**config.mk**
```make
export PLATFORM = sky130hd
export DESIGN_NAME = tlbrw_queue
export DESIGN_NICKNAME = d
export VERILOG_FILES = /design/src/rtl/tlbrw_pkg.sv /design/src/rtl/tlbrw_queue.sv
export SDC_FILE = /design/constraint.sdc
export NUM_CORES = 1
export LEC_CHECK = 0
export BUFFER_PORTS_ARGS = -buffer_cell sky130_fd_sc_hd__buf_2
export CORE_MARGIN = 3
export CORE_UTILIZATION = 56
export DETAILED_ROUTE_END_ITERATION = 10
export GPL_TIMING_DRIVEN = 0
export PLACE_DENSITY = 0.84
export SYNTH_ARGS = -nofsm -noshare
export SYNTH_HDL_FRONTEND = slang
export SYNTH_SLANG_ARGS = --single-unit
export TNS_END_PERCENT = 100
```
**constraint.sdc**
```tcl
create_clock -name clk -period 17.1 [get_ports clk]
set_clock_uncertainty 0.05 [all_clocks]
set_input_delay 0.855 -clock clk [delete_from_list [all_inputs] [get_ports clk]]
set_output_delay 0.855 -clock clk [all_outputs]
set_load 0.02 [all_outputs]
```
**src/rtl/tlbrw_pkg.sv**
```systemverilog
// ============================================================================
// TLB translate/probe/read/write package
// Shared types and constants for the joint TLB block.
// ============================================================================
`timescale 1ns / 1ps
`default_nettype none
package tlbrw_pkg;

  localparam logic [1:0] MODE_TRANSLATE = 2'd0;
  localparam logic [1:0] MODE_PROBE     = 2'd1;
  localparam logic [1:0] MODE_READ      = 2'd2;
  localparam logic [1:0] MODE_WRITE     = 2'd3;

  localparam logic [1:0] ST_HIT      = 2'd0;
  localparam logic [1:0] ST_REFILL   = 2'd1;
  localparam logic [1:0] ST_INVALID  = 2'd2;
  localparam logic [1:0] ST_MODIFIED = 2'd3;

  localparam logic [1:0] EXC_LOAD  = 2'd0;
  localparam logic [1:0] EXC_STORE = 2'd1;
  localparam logic [1:0] EXC_MOD   = 2'd2;

  localparam int PAGE_SHIFT = 12;

  // One page half as stored: frame number, cache attribute, dirty, valid.
  typedef struct packed {
    logic [19:0] pfn;
    logic [2:0]  c;
    logic        d;
    logic        v;
  } page_t;

  // A transaction as classified by the front end.
  typedef struct packed {
    logic [1:0]  mode;
    logic [31:0] vaddr;
    logic        is_store;
    logic        raise_exc;
    logic [7:0]  asid;
    logic [4:0]  index;
    logic [18:0] match_vpn;
    logic [15:0] wr_mask;
    logic [18:0] wr_vpn;
    logic        wr_g;
    page_t       wr_even;
    page_t       wr_odd;
  } item_t;

endpackage
`default_nettype wire

```
**src/rtl/tlbrw_queue.sv**
```systemverilog
// ============================================================================
// TLB transaction queue
// Two-entry queue between the front end and the back end.
// ============================================================================
`timescale 1ns / 1ps
`default_nettype none
module tlbrw_queue (
  input  wire logic              clk,
  input  wire logic              rst_n,
  input  wire logic              push,
  input  wire tlbrw_pkg::item_t  push_item,
  output logic                   full,
  input  wire logic              pop,
  output logic                   not_empty,
  output tlbrw_pkg::item_t       head
);

  tlbrw_pkg::item_t slot_r [2];
  logic             wr_ptr_r, wr_ptr_nxt;
  logic             rd_ptr_r, rd_ptr_nxt;
  logic [1:0]       count_r, count_nxt;

  assign full      = (count_r == 2'd2);
  assign not_empty = (count_r != 2'd0);
  assign head      = slot_r[rd_ptr_r];

  always_comb begin
    wr_ptr_nxt = push ? ~wr_ptr_r : wr_ptr_r;
    rd_ptr_nxt = pop  ? ~rd_ptr_r : rd_ptr_r;
    count_nxt  = count_r + {1'b0, push} - {1'b0, pop};
  end

  always_ff @(posedge clk) begin
    if (!rst_n) begin
      wr_ptr_r <= 1'b0;
      rd_ptr_r <= 1'b0;
      count_r  <= 2'd0;
    end else begin
      wr_ptr_r <= wr_ptr_nxt;
      rd_ptr_r <= rd_ptr_nxt;
      count_r  <= count_nxt;
    end
  end

  always_ff @(posedge clk) begin
    if (push) begin
      slot_r[wr_ptr_r] <= push_item;
    end
  end

endmodule
`default_nettype wire

```
==> key figures <==
GRT
  – Initial antenna violation count: 6
  – Global-route wire length before repair: 35400 um
  – Gr usage total: 20.8%
  – Total gr overflow: 0
  – Largest net degree at the start of global routing: 66
  – Number of global-route vias before repair: 6436

Pwr
  – Worst-case vdd ir drop: 112 uV
  – Cell Pwr Density: 121 mW/mm2
  – Leakage: 5.70 nW

Clock tree
  – Setup Buffers After CTS: 0
  – Clock latency on the worst-skew pair: 0.54 ns
  – Clk root buf: clkbuf_16
  – Hold Buf Count CTS: 0
  – Longest Clk Path Bufs: 3
  – Clock Pin Slew Worst Setup and Hold Paths: 0.06 ns
  – Sink Count: 313
  – Post-CTS resize count: 0
  – CTS tree: built
  – H-tree depth: 1
  – CTS Buf Count: 31

Logic synthesis
  – Dominant cell type by area after synthesis: edfxtp_1
  – Mapped cell area: 0.0116 mm2
  – Seq/Total Area, Yosys: 80.8%
  – Mapped Cells: 500
  – Syn_nets: 660
  – Netlist cell types: 14
  – Syn_area_per_cell: 23.1 um2
  – Synth Warn #: 0
  – Area contributors post-synth: edfxtp_1, mux2_2, mux2_4, dfxtp_1, buf_6
  – Yosys top cell area share: 79.9%
  – Synth Register Bits: 313

Critical path
  – Slowest stage delay, CP: 0.33 ns
  – FF-to-FF path depth: 2
  – Crit path DAT: 1.94 ns
  – CP required: 16.20 ns
  – CP bufs+invs: 4
  – Worst path most repeated cell: buf_6
  – CP Class: reg -> out
  – Kind of cell adding the most delay to the critical path: buffers and inverters
  – Crit path depth: 5
  – Worst path cell trace: buf_6, buf_6, buf_6, mux2_4, buf_2
  – Crit-path max FO: 10
  – Crit. End Element: primary output
  – Slowest CP cell: dfxtp_1
  – Worst setup SP type: flip-flop

Floorplanning
  – Top Ports: 314
  – Number of core rows: 51
  – Die footprint: 0.0224 mm2
  – Initial Utilization: 58.1%
  – Core footprint: 0.0199 mm2
  – Horiz. Die Dim: 150 um
  – Vert. Die Dim: 150 um

Route
  – Drt total wl: 24100 um
  – Avg Vias per Cell: 5.22
  – Residual DRC: 0
  – Initial DRT Pass Iterations: 6
  – ANT nets after route: 0
  – DR iter-0 viols: 261
  – Total number of vias: 5991
  – DR WL/cell: 21.0 um

Place
  – HPWL Detailed: 16600 um
  – GPL Wtd Cong: 0.766
  – Worst slack at placement: 14.66 ns
  – I/O Buffers: 313

Final layout
  – Nets@finish: 1014
  – Synth-to-Final Area Change: 26.8%
  – Fraction of layout cells with a size suffix above 1: 61.5%
  – Fill cell count: 1156
  – Utilization after layout: 73.7%

STA
  – RSZ-0062 raised after global routing: false
  – Tcrit/Tclk final: 16.6%
  – Max Slew Vio Count: 0
  – F_max: 0.352 GHz
  – Post-route setup slack: 14.26 ns
  – Setup TNS: 0 ns
  – Min Tclk post-route: 2.84 ns
  – Final Hold Vio Count: 0
  – Rel. slew slack: 56.2%
  – # setup viols final: 0
  – Worst slew pin tran: 0.656 ns

Flow run
  – Max Cap Viol: 0

Worst hold path
  – Hold Crit Depth: 1
  – Worst Hold Class: in -> reg

Run status
  – Outcome: complete, no violations
layer usage:
metal  part of all wire [%]  track usage, %  vias up
met4                    4.0            7.87        6
li1                       -               -     2712
met3                     11            8.39       67
met2                     50            36.6      316
met1                     35            22.6     2890
met5                   0.12               0        -
sequential cells by signal, summed over array words and instances, names as in the netlist, named ones only:
register  cells
wr_ptr_r      1
count_r       2
slot_r      308
rd_ptr_r      1
final timing paths:
path                                    start             end  slack, ns
worst max-delay path                flip-flop        head[98]      14.26
worst min-delay path            push_item[62]   slot_r[1][62]       0.44
worst max register to register       wr_ptr_r  slot_r[1][152]      15.31
worst min register to register       rd_ptr_r       flip-flop       0.58
report_power, final:
part           switching (mW)  internal (mW)
registers              0.0104          0.887
logic                   0.129         0.0993
clock network           0.267          0.378
total                   0.407           1.36
cell usage after synthesis:
cell and count:
o21a_1 1, xnor3_1 1, or2_2 1, edfxtp_1 308
mux2_4 60, mux2_2 94, buf_2 9, ha_1 2
xor2_1 1, dfxtp_1 5, and2_1 4, inv_1 2
nor2b_1 4, buf_6 8
layout make-up:
| cell class | count | area [um2] | area share, % |
|---|---|---|---|
| clock buffer | 43 | 851 | 5.80 |
| timing repair buffer | 321 | 1760 | 12.0 |
| inverter | 2 | 7.51 | 0.0512 |
| buffer | 17 | 135 | 0.921 |
| clock inverter | 15 | 141 | 0.963 |
| multi-input combinational | 168 | 2090 | 14.2 |
| sequential | 313 | 9350 | 63.7 |
| antenna | 3 | 7.51 | 0.0512 |
| tap | 265 | 332 | 2.26 |
cell usage in the layout, fill, tap and decap left out, types with 3 or more instances in the layout:
master,n
dfxtp_1,5
clkbuf_8,3
buf_2,322
mux2_4,60
buf_16,5
clkinv_1,3
edfxtp_1,308
clkinv_2,6
buf_12,3
diode_2,3
clkbuf_16,31
mux2_2,94
nor2b_1,3
buf_6,8
and2_1,3
clkbuf_1,9
stage by stage:
stage                     instances  hold slack (ns)  area [um2]  power [mW]
after floorplan                 500            0.505       11600        1.06
after global placement         1078            0.518       13500        1.14
after detailed placement       1086            0.553       13700        1.14
after CTS                      1144            0.414       14700        1.79
after global routing           1147            0.421       14700        1.83
final                          1147            0.444       14700        1.77
kinds of logic after synthesis:
family,count (synthesis),share of synthesized area (%)
flip-flops,313,80.8
buffers and inverters,19,1.23
adder cells (fa/ha/maj),2,0.216
multiplexers,154,16.9
XOR/XNOR,2,0.270
AO/OA/AOI/OAI,1,0.0649
AND/OR/NAND/NOR,9,0.487
No activity file was read; power rests on OpenSTA's default activity.
