## config.mk

```make
export PLATFORM = sky130hd
export DESIGN_NAME = tlbrw_front
export DESIGN_NICKNAME = d
export VERILOG_FILES = /design/src/rtl/tlbrw_pkg.sv /design/src/rtl/tlbrw_front.sv
export SDC_FILE = /design/constraint.sdc
export NUM_CORES = 1
export LEC_CHECK = 0
export BUFFER_PORTS_ARGS = -buffer_cell sky130_fd_sc_hd__buf_2
export CAP_MARGIN = 5
export CORE_AREA = 5 5 111 113
export DETAILED_ROUTE_END_ITERATION = 8
export DIE_AREA = 0 0 116 118
export SYNTH_ARGS = -nofsm -noshare
export SYNTH_HDL_FRONTEND = slang
export SYNTH_SLANG_ARGS = --single-unit
export TNS_END_PERCENT = 20
```

## constraint.sdc

```tcl
create_clock -name vclk -period 1.6
set_input_delay 0.32 -clock vclk [all_inputs]
set_output_delay 0.32 -clock vclk [all_outputs]
set_load 0.03 [all_outputs]
```

## src/rtl/tlbrw_pkg.sv

```systemverilog
// ============================================================================
// TLB translate/probe/read/write package
// Shared types and constants for the joint TLB block.
// ============================================================================
`timescale 1ns / 1ps
`default_nettype none
package tlbrw_pkg;

  localparam logic [1:0] MODE_TRANSLATE = 2'd0;
  localparam logic [1:0] MODE_PROBE     = 2'd1;
  localparam logic [1:0] MODE_READ      = 2'd2;
  localparam logic [1:0] MODE_WRITE     = 2'd3;

  localparam logic [1:0] ST_HIT      = 2'd0;
  localparam logic [1:0] ST_REFILL   = 2'd1;
  localparam logic [1:0] ST_INVALID  = 2'd2;
  localparam logic [1:0] ST_MODIFIED = 2'd3;

  localparam logic [1:0] EXC_LOAD  = 2'd0;
  localparam logic [1:0] EXC_STORE = 2'd1;
  localparam logic [1:0] EXC_MOD   = 2'd2;

  localparam int PAGE_SHIFT = 12;

  // One page half as stored: frame number, cache attribute, dirty, valid.
  typedef struct packed {
    logic [19:0] pfn;
    logic [2:0]  c;
    logic        d;
    logic        v;
  } page_t;

  // A transaction as classified by the front end.
  typedef struct packed {
    logic [1:0]  mode;
    logic [31:0] vaddr;
    logic        is_store;
    logic        raise_exc;
    logic [7:0]  asid;
    logic [4:0]  index;
    logic [18:0] match_vpn;
    logic [15:0] wr_mask;
    logic [18:0] wr_vpn;
    logic        wr_g;
    page_t       wr_even;
    page_t       wr_odd;
  } item_t;

endpackage
`default_nettype wire

```

## src/rtl/tlbrw_front.sv

```systemverilog
// ============================================================================
// TLB front end
// Accepts transactions, picks the lookup key and prepares write data.
// ============================================================================
`timescale 1ns / 1ps
`default_nettype none
module tlbrw_front (
  input  wire logic          in_valid,
  output logic               in_stall,
  input  wire logic [1:0]    in_mode,
  input  wire logic [31:0]   in_vaddr,
  input  wire logic          in_is_store,
  input  wire logic          in_raise_exc,
  input  wire logic [7:0]    in_current_asid,
  input  wire logic [4:0]    in_entry_index,
  input  wire logic [15:0]   in_wr_pagemask,
  input  wire logic [18:0]   in_wr_vpn2,
  input  wire logic [19:0]   in_wr_pfn_even,
  input  wire logic [5:0]    in_wr_flags_even,
  input  wire logic [19:0]   in_wr_pfn_odd,
  input  wire logic [5:0]    in_wr_flags_odd,
  input  wire logic          q_full,
  output logic               q_push,
  output tlbrw_pkg::item_t   q_item
);

  logic [16:0] mask_ext;
  logic [15:0] mask;

  // Keep only the trailing run of ones of the supplied mask.
  assign mask_ext = {1'b0, in_wr_pagemask} ^ ({1'b0, in_wr_pagemask} + 17'd1);
  assign mask     = mask_ext[16:1];

  assign in_stall = q_full;
  assign q_push   = in_valid && !q_full;

  always_comb begin
    q_item           = '0;
    q_item.mode      = in_mode;
    q_item.vaddr     = in_vaddr;
    q_item.is_store  = in_is_store;
    q_item.raise_exc = in_raise_exc;
    q_item.asid      = in_current_asid;
    q_item.index     = in_entry_index;
    q_item.match_vpn = (in_mode == tlbrw_pkg::MODE_TRANSLATE) ? in_vaddr[31:13] : in_wr_vpn2;
    q_item.wr_mask   = mask;
    q_item.wr_vpn    = in_wr_vpn2 & ~{3'b000, mask};
    q_item.wr_g      = in_wr_flags_even[0] & in_wr_flags_odd[0];
    q_item.wr_even.pfn = in_wr_pfn_even & ~{4'h0, mask};
    q_item.wr_even.c   = in_wr_flags_even[5:3];
    q_item.wr_even.d   = in_wr_flags_even[2];
    q_item.wr_even.v   = in_wr_flags_even[1];
    q_item.wr_odd.pfn  = in_wr_pfn_odd & ~{4'h0, mask};
    q_item.wr_odd.c    = in_wr_flags_odd[5:3];
    q_item.wr_odd.d    = in_wr_flags_odd[2];
    q_item.wr_odd.v    = in_wr_flags_odd[1];
  end

endmodule
`default_nettype wire

```

==> key figures <==
Placed design
  – IO Port Bufs: 202
  – Pre-CTS WS: -0.181 ns
  – Post-detailed-placement half-perimeter wirelength: 6.25 mm
  – Global placer's final weighted congestion: roughly 0.75

Logic synthesis
  – Mean post-synth cell area: roughly 8.0 sq um
  – Synth unique cells: 20
  – Syn. warnings: 0
  – Cell area after synthesis: 1410 sq um
  – Most frequent cells after synthesis: buf_4, nor2b_1, mux2_2, and2_1
  – Post-synth top area share: between 30% and 40%
  – Yosys top cell by area: buf_4
  – Sequential fraction of the synthesis area: 0%
  – Top-count cell post-synth: buf_4
  – Post-Syn Instances: 177
  – Synthesized Nets: around 320
  – Synth top area cells: buf_4, nor2b_1, mux2_2, nor4_4, and2_1

Setup path
  – Crit-path cells: buf_8 -> ha_4 -> nand3_4 -> nor4_4 -> buf_4 -> nor2b_2 -> buf_6
  – Critical Path Source: in_wr_pagemask[1]
  – Max FO, Critical Path: 8
  – Worst EP required: 1.28 ns
  – Worst path slowest cell: nor4_4
  – CP max stage delay: 0.20 ns
  – Critical path startpoint category: primary input
  – CP endpoint kind: primary output
  – Crit path DAT: 1.30 ns
  – Crit path kind: primary input to primary output

STA
  – Period minus WS final: 1.62 ns
  – Setup violations, final: 13
  – RSZ-0062 raised after global routing: yes
  – Worst-margin pin slew: ~0.33 ns
  – Slew Viols, Final: 0
  – Setup WS post-layout: -0.0201 ns
  – Slew HR: 77.7%
  – Final Hold Fails: 0
  – Fin crit share: 101%
  – Fmax: 617 MHz

Global routing
  – M2 GR Usage: 17.2%
  – GR Util met1: ~9%
  – Routing usage on met3: approximately 1.9%
  – Initial antenna violation count: 0
  – GRT busiest layer: met2
  – First-pass GRT wire length: roughly 9.6 mm
  – Gr usage total: 8.83%
  – Vias in the first global route: 1690
  – Largest net degree at the start of global routing: 20
  – Total grt overflow: 0

Die
  – Core Area: 11200 sq um
  – Row count: 39
  – Initial Util: between 10% and 20%
  – Io pins: 294
  – Die H: 118 um
  – Die W: 116 um
  – Die area: 13700 sq um

Cells and area
  – Fill cell count: between 1k and 1.5k
  – Seq_cells: 0
  – Layout cells sized above 1: 84.5%
  – Ant diodes: 0
  – Clkbuf count: 0
  – Area taken by flip-flops and latches: 0 sq um
  – Syn-to-layout area delta: 88.7%
  – Finished Core Util: 23.7%
  – Layout Nets: 470

Route
  – Wire per inst: ~15 um
  – Drc violations: 0
  – Routed vias/inst: 3.61
  – First-pass iteration count of the detailed router: 2
  – Routed Antenna Nets: 0
  – Vias: approximately 1.7k
  – Initial DRC count: 25
  – Drt total wl: 6.93 mm

Power
  – Power density cells: 346 nW/um^2
  – Leak pwr: 0.00145 uW
  – Peak supply drop: 0.129 mV

Hold path
  – Hold depth: 0
  – Hold path start: in_current_asid[7]
  – Hold Path Sink: q_item[117]
  – Min-delay worst type: primary input to primary output

Job
  – Maxcap violations: 0

Run status
  – Run status: complete, but fails checks
  – Failing checks: negative setup slack

Clock tree
  – CTS Hold Bufs: 0
-- how the worst max path moves through the flow --
stage / endpoint / slack [ns]
floorplan: q_item[18] / -0.13
global placement: q_item[58] / -0.17
detailed placement: q_item[58] / -0.18
CTS: q_item[64] / -0.13
global route: q_item[45] / -0.12
finish: q_item[45] / -0.02
-- stage by stage --
stage | total power (uW) | hold slack (ns) | TNS [ns] | cells | area (sq um)
global placement | 818 | 0.640 | -5.20 | 469 | 2280
floorplan | 738 | 0.750 | -1.70 | 177 | 1480
detailed placement | 819 | 0.640 | -5.70 | 469 | 2280
global route | 975 | 0.640 | -2.47 | 472 | 2660
finish | 920 | 0.640 | -0.162 | 472 | 2660
CTS | 897 | 0.640 | -1.69 | 470 | 2540
-- cell type report --
type	instances	area, sq um	share of cell area, %
inverters	5	18.8	0.705
multi-input cells	99	965	36.2
well taps	143	179	6.72
repair buffers	225	1500	56.3
-- placed cells by master, fill, tap and decap left out, types with 4 or more instances in the layout --
cell type	count
and2_4	5
nand4_1	4
and2_1	8
nor4_4	5
mux2_2	19
nor2b_2	7
buf_4	36
nor2b_1	25
buf_2	150
inv_1	5
buf_6	30
buf_8	8
-- cells by family after synthesis --
family,after synthesis,share of synthesized area (%)
and+or+nand+nor,78,43.1
buffers and inverters,78,40.2
muxes,19,15.2
xor gates and xnor gates,1,0.621
adders and majority gates,1,0.887
-- where the power goes --
group	switching, uW	internal [uW]
combinational	528	392
clock	0	0
sequential	0	0
-- critical path: cells and delay by family --
family                     cells  cell delay [ns]
and+or+nand+nor                3             0.43
buffers and inverters          3             0.40
adders and majority gates      1             0.14
-- repair_timing --
item	CTS	global route
gates resized for setup	82	28
pin swaps	15	7
setup endpoints to repair	69	61
setup buffers	1	2
-- routing by layer --
layer,part of all wire [%],vias to the layer above,wire length [um]
li1,-,815,-
met1,33,722,2270
met2,51,137,3550
met3,12,30,849
met4,3.8,0,263
met5,0,-,0
(Power assumes the default switching activity.)
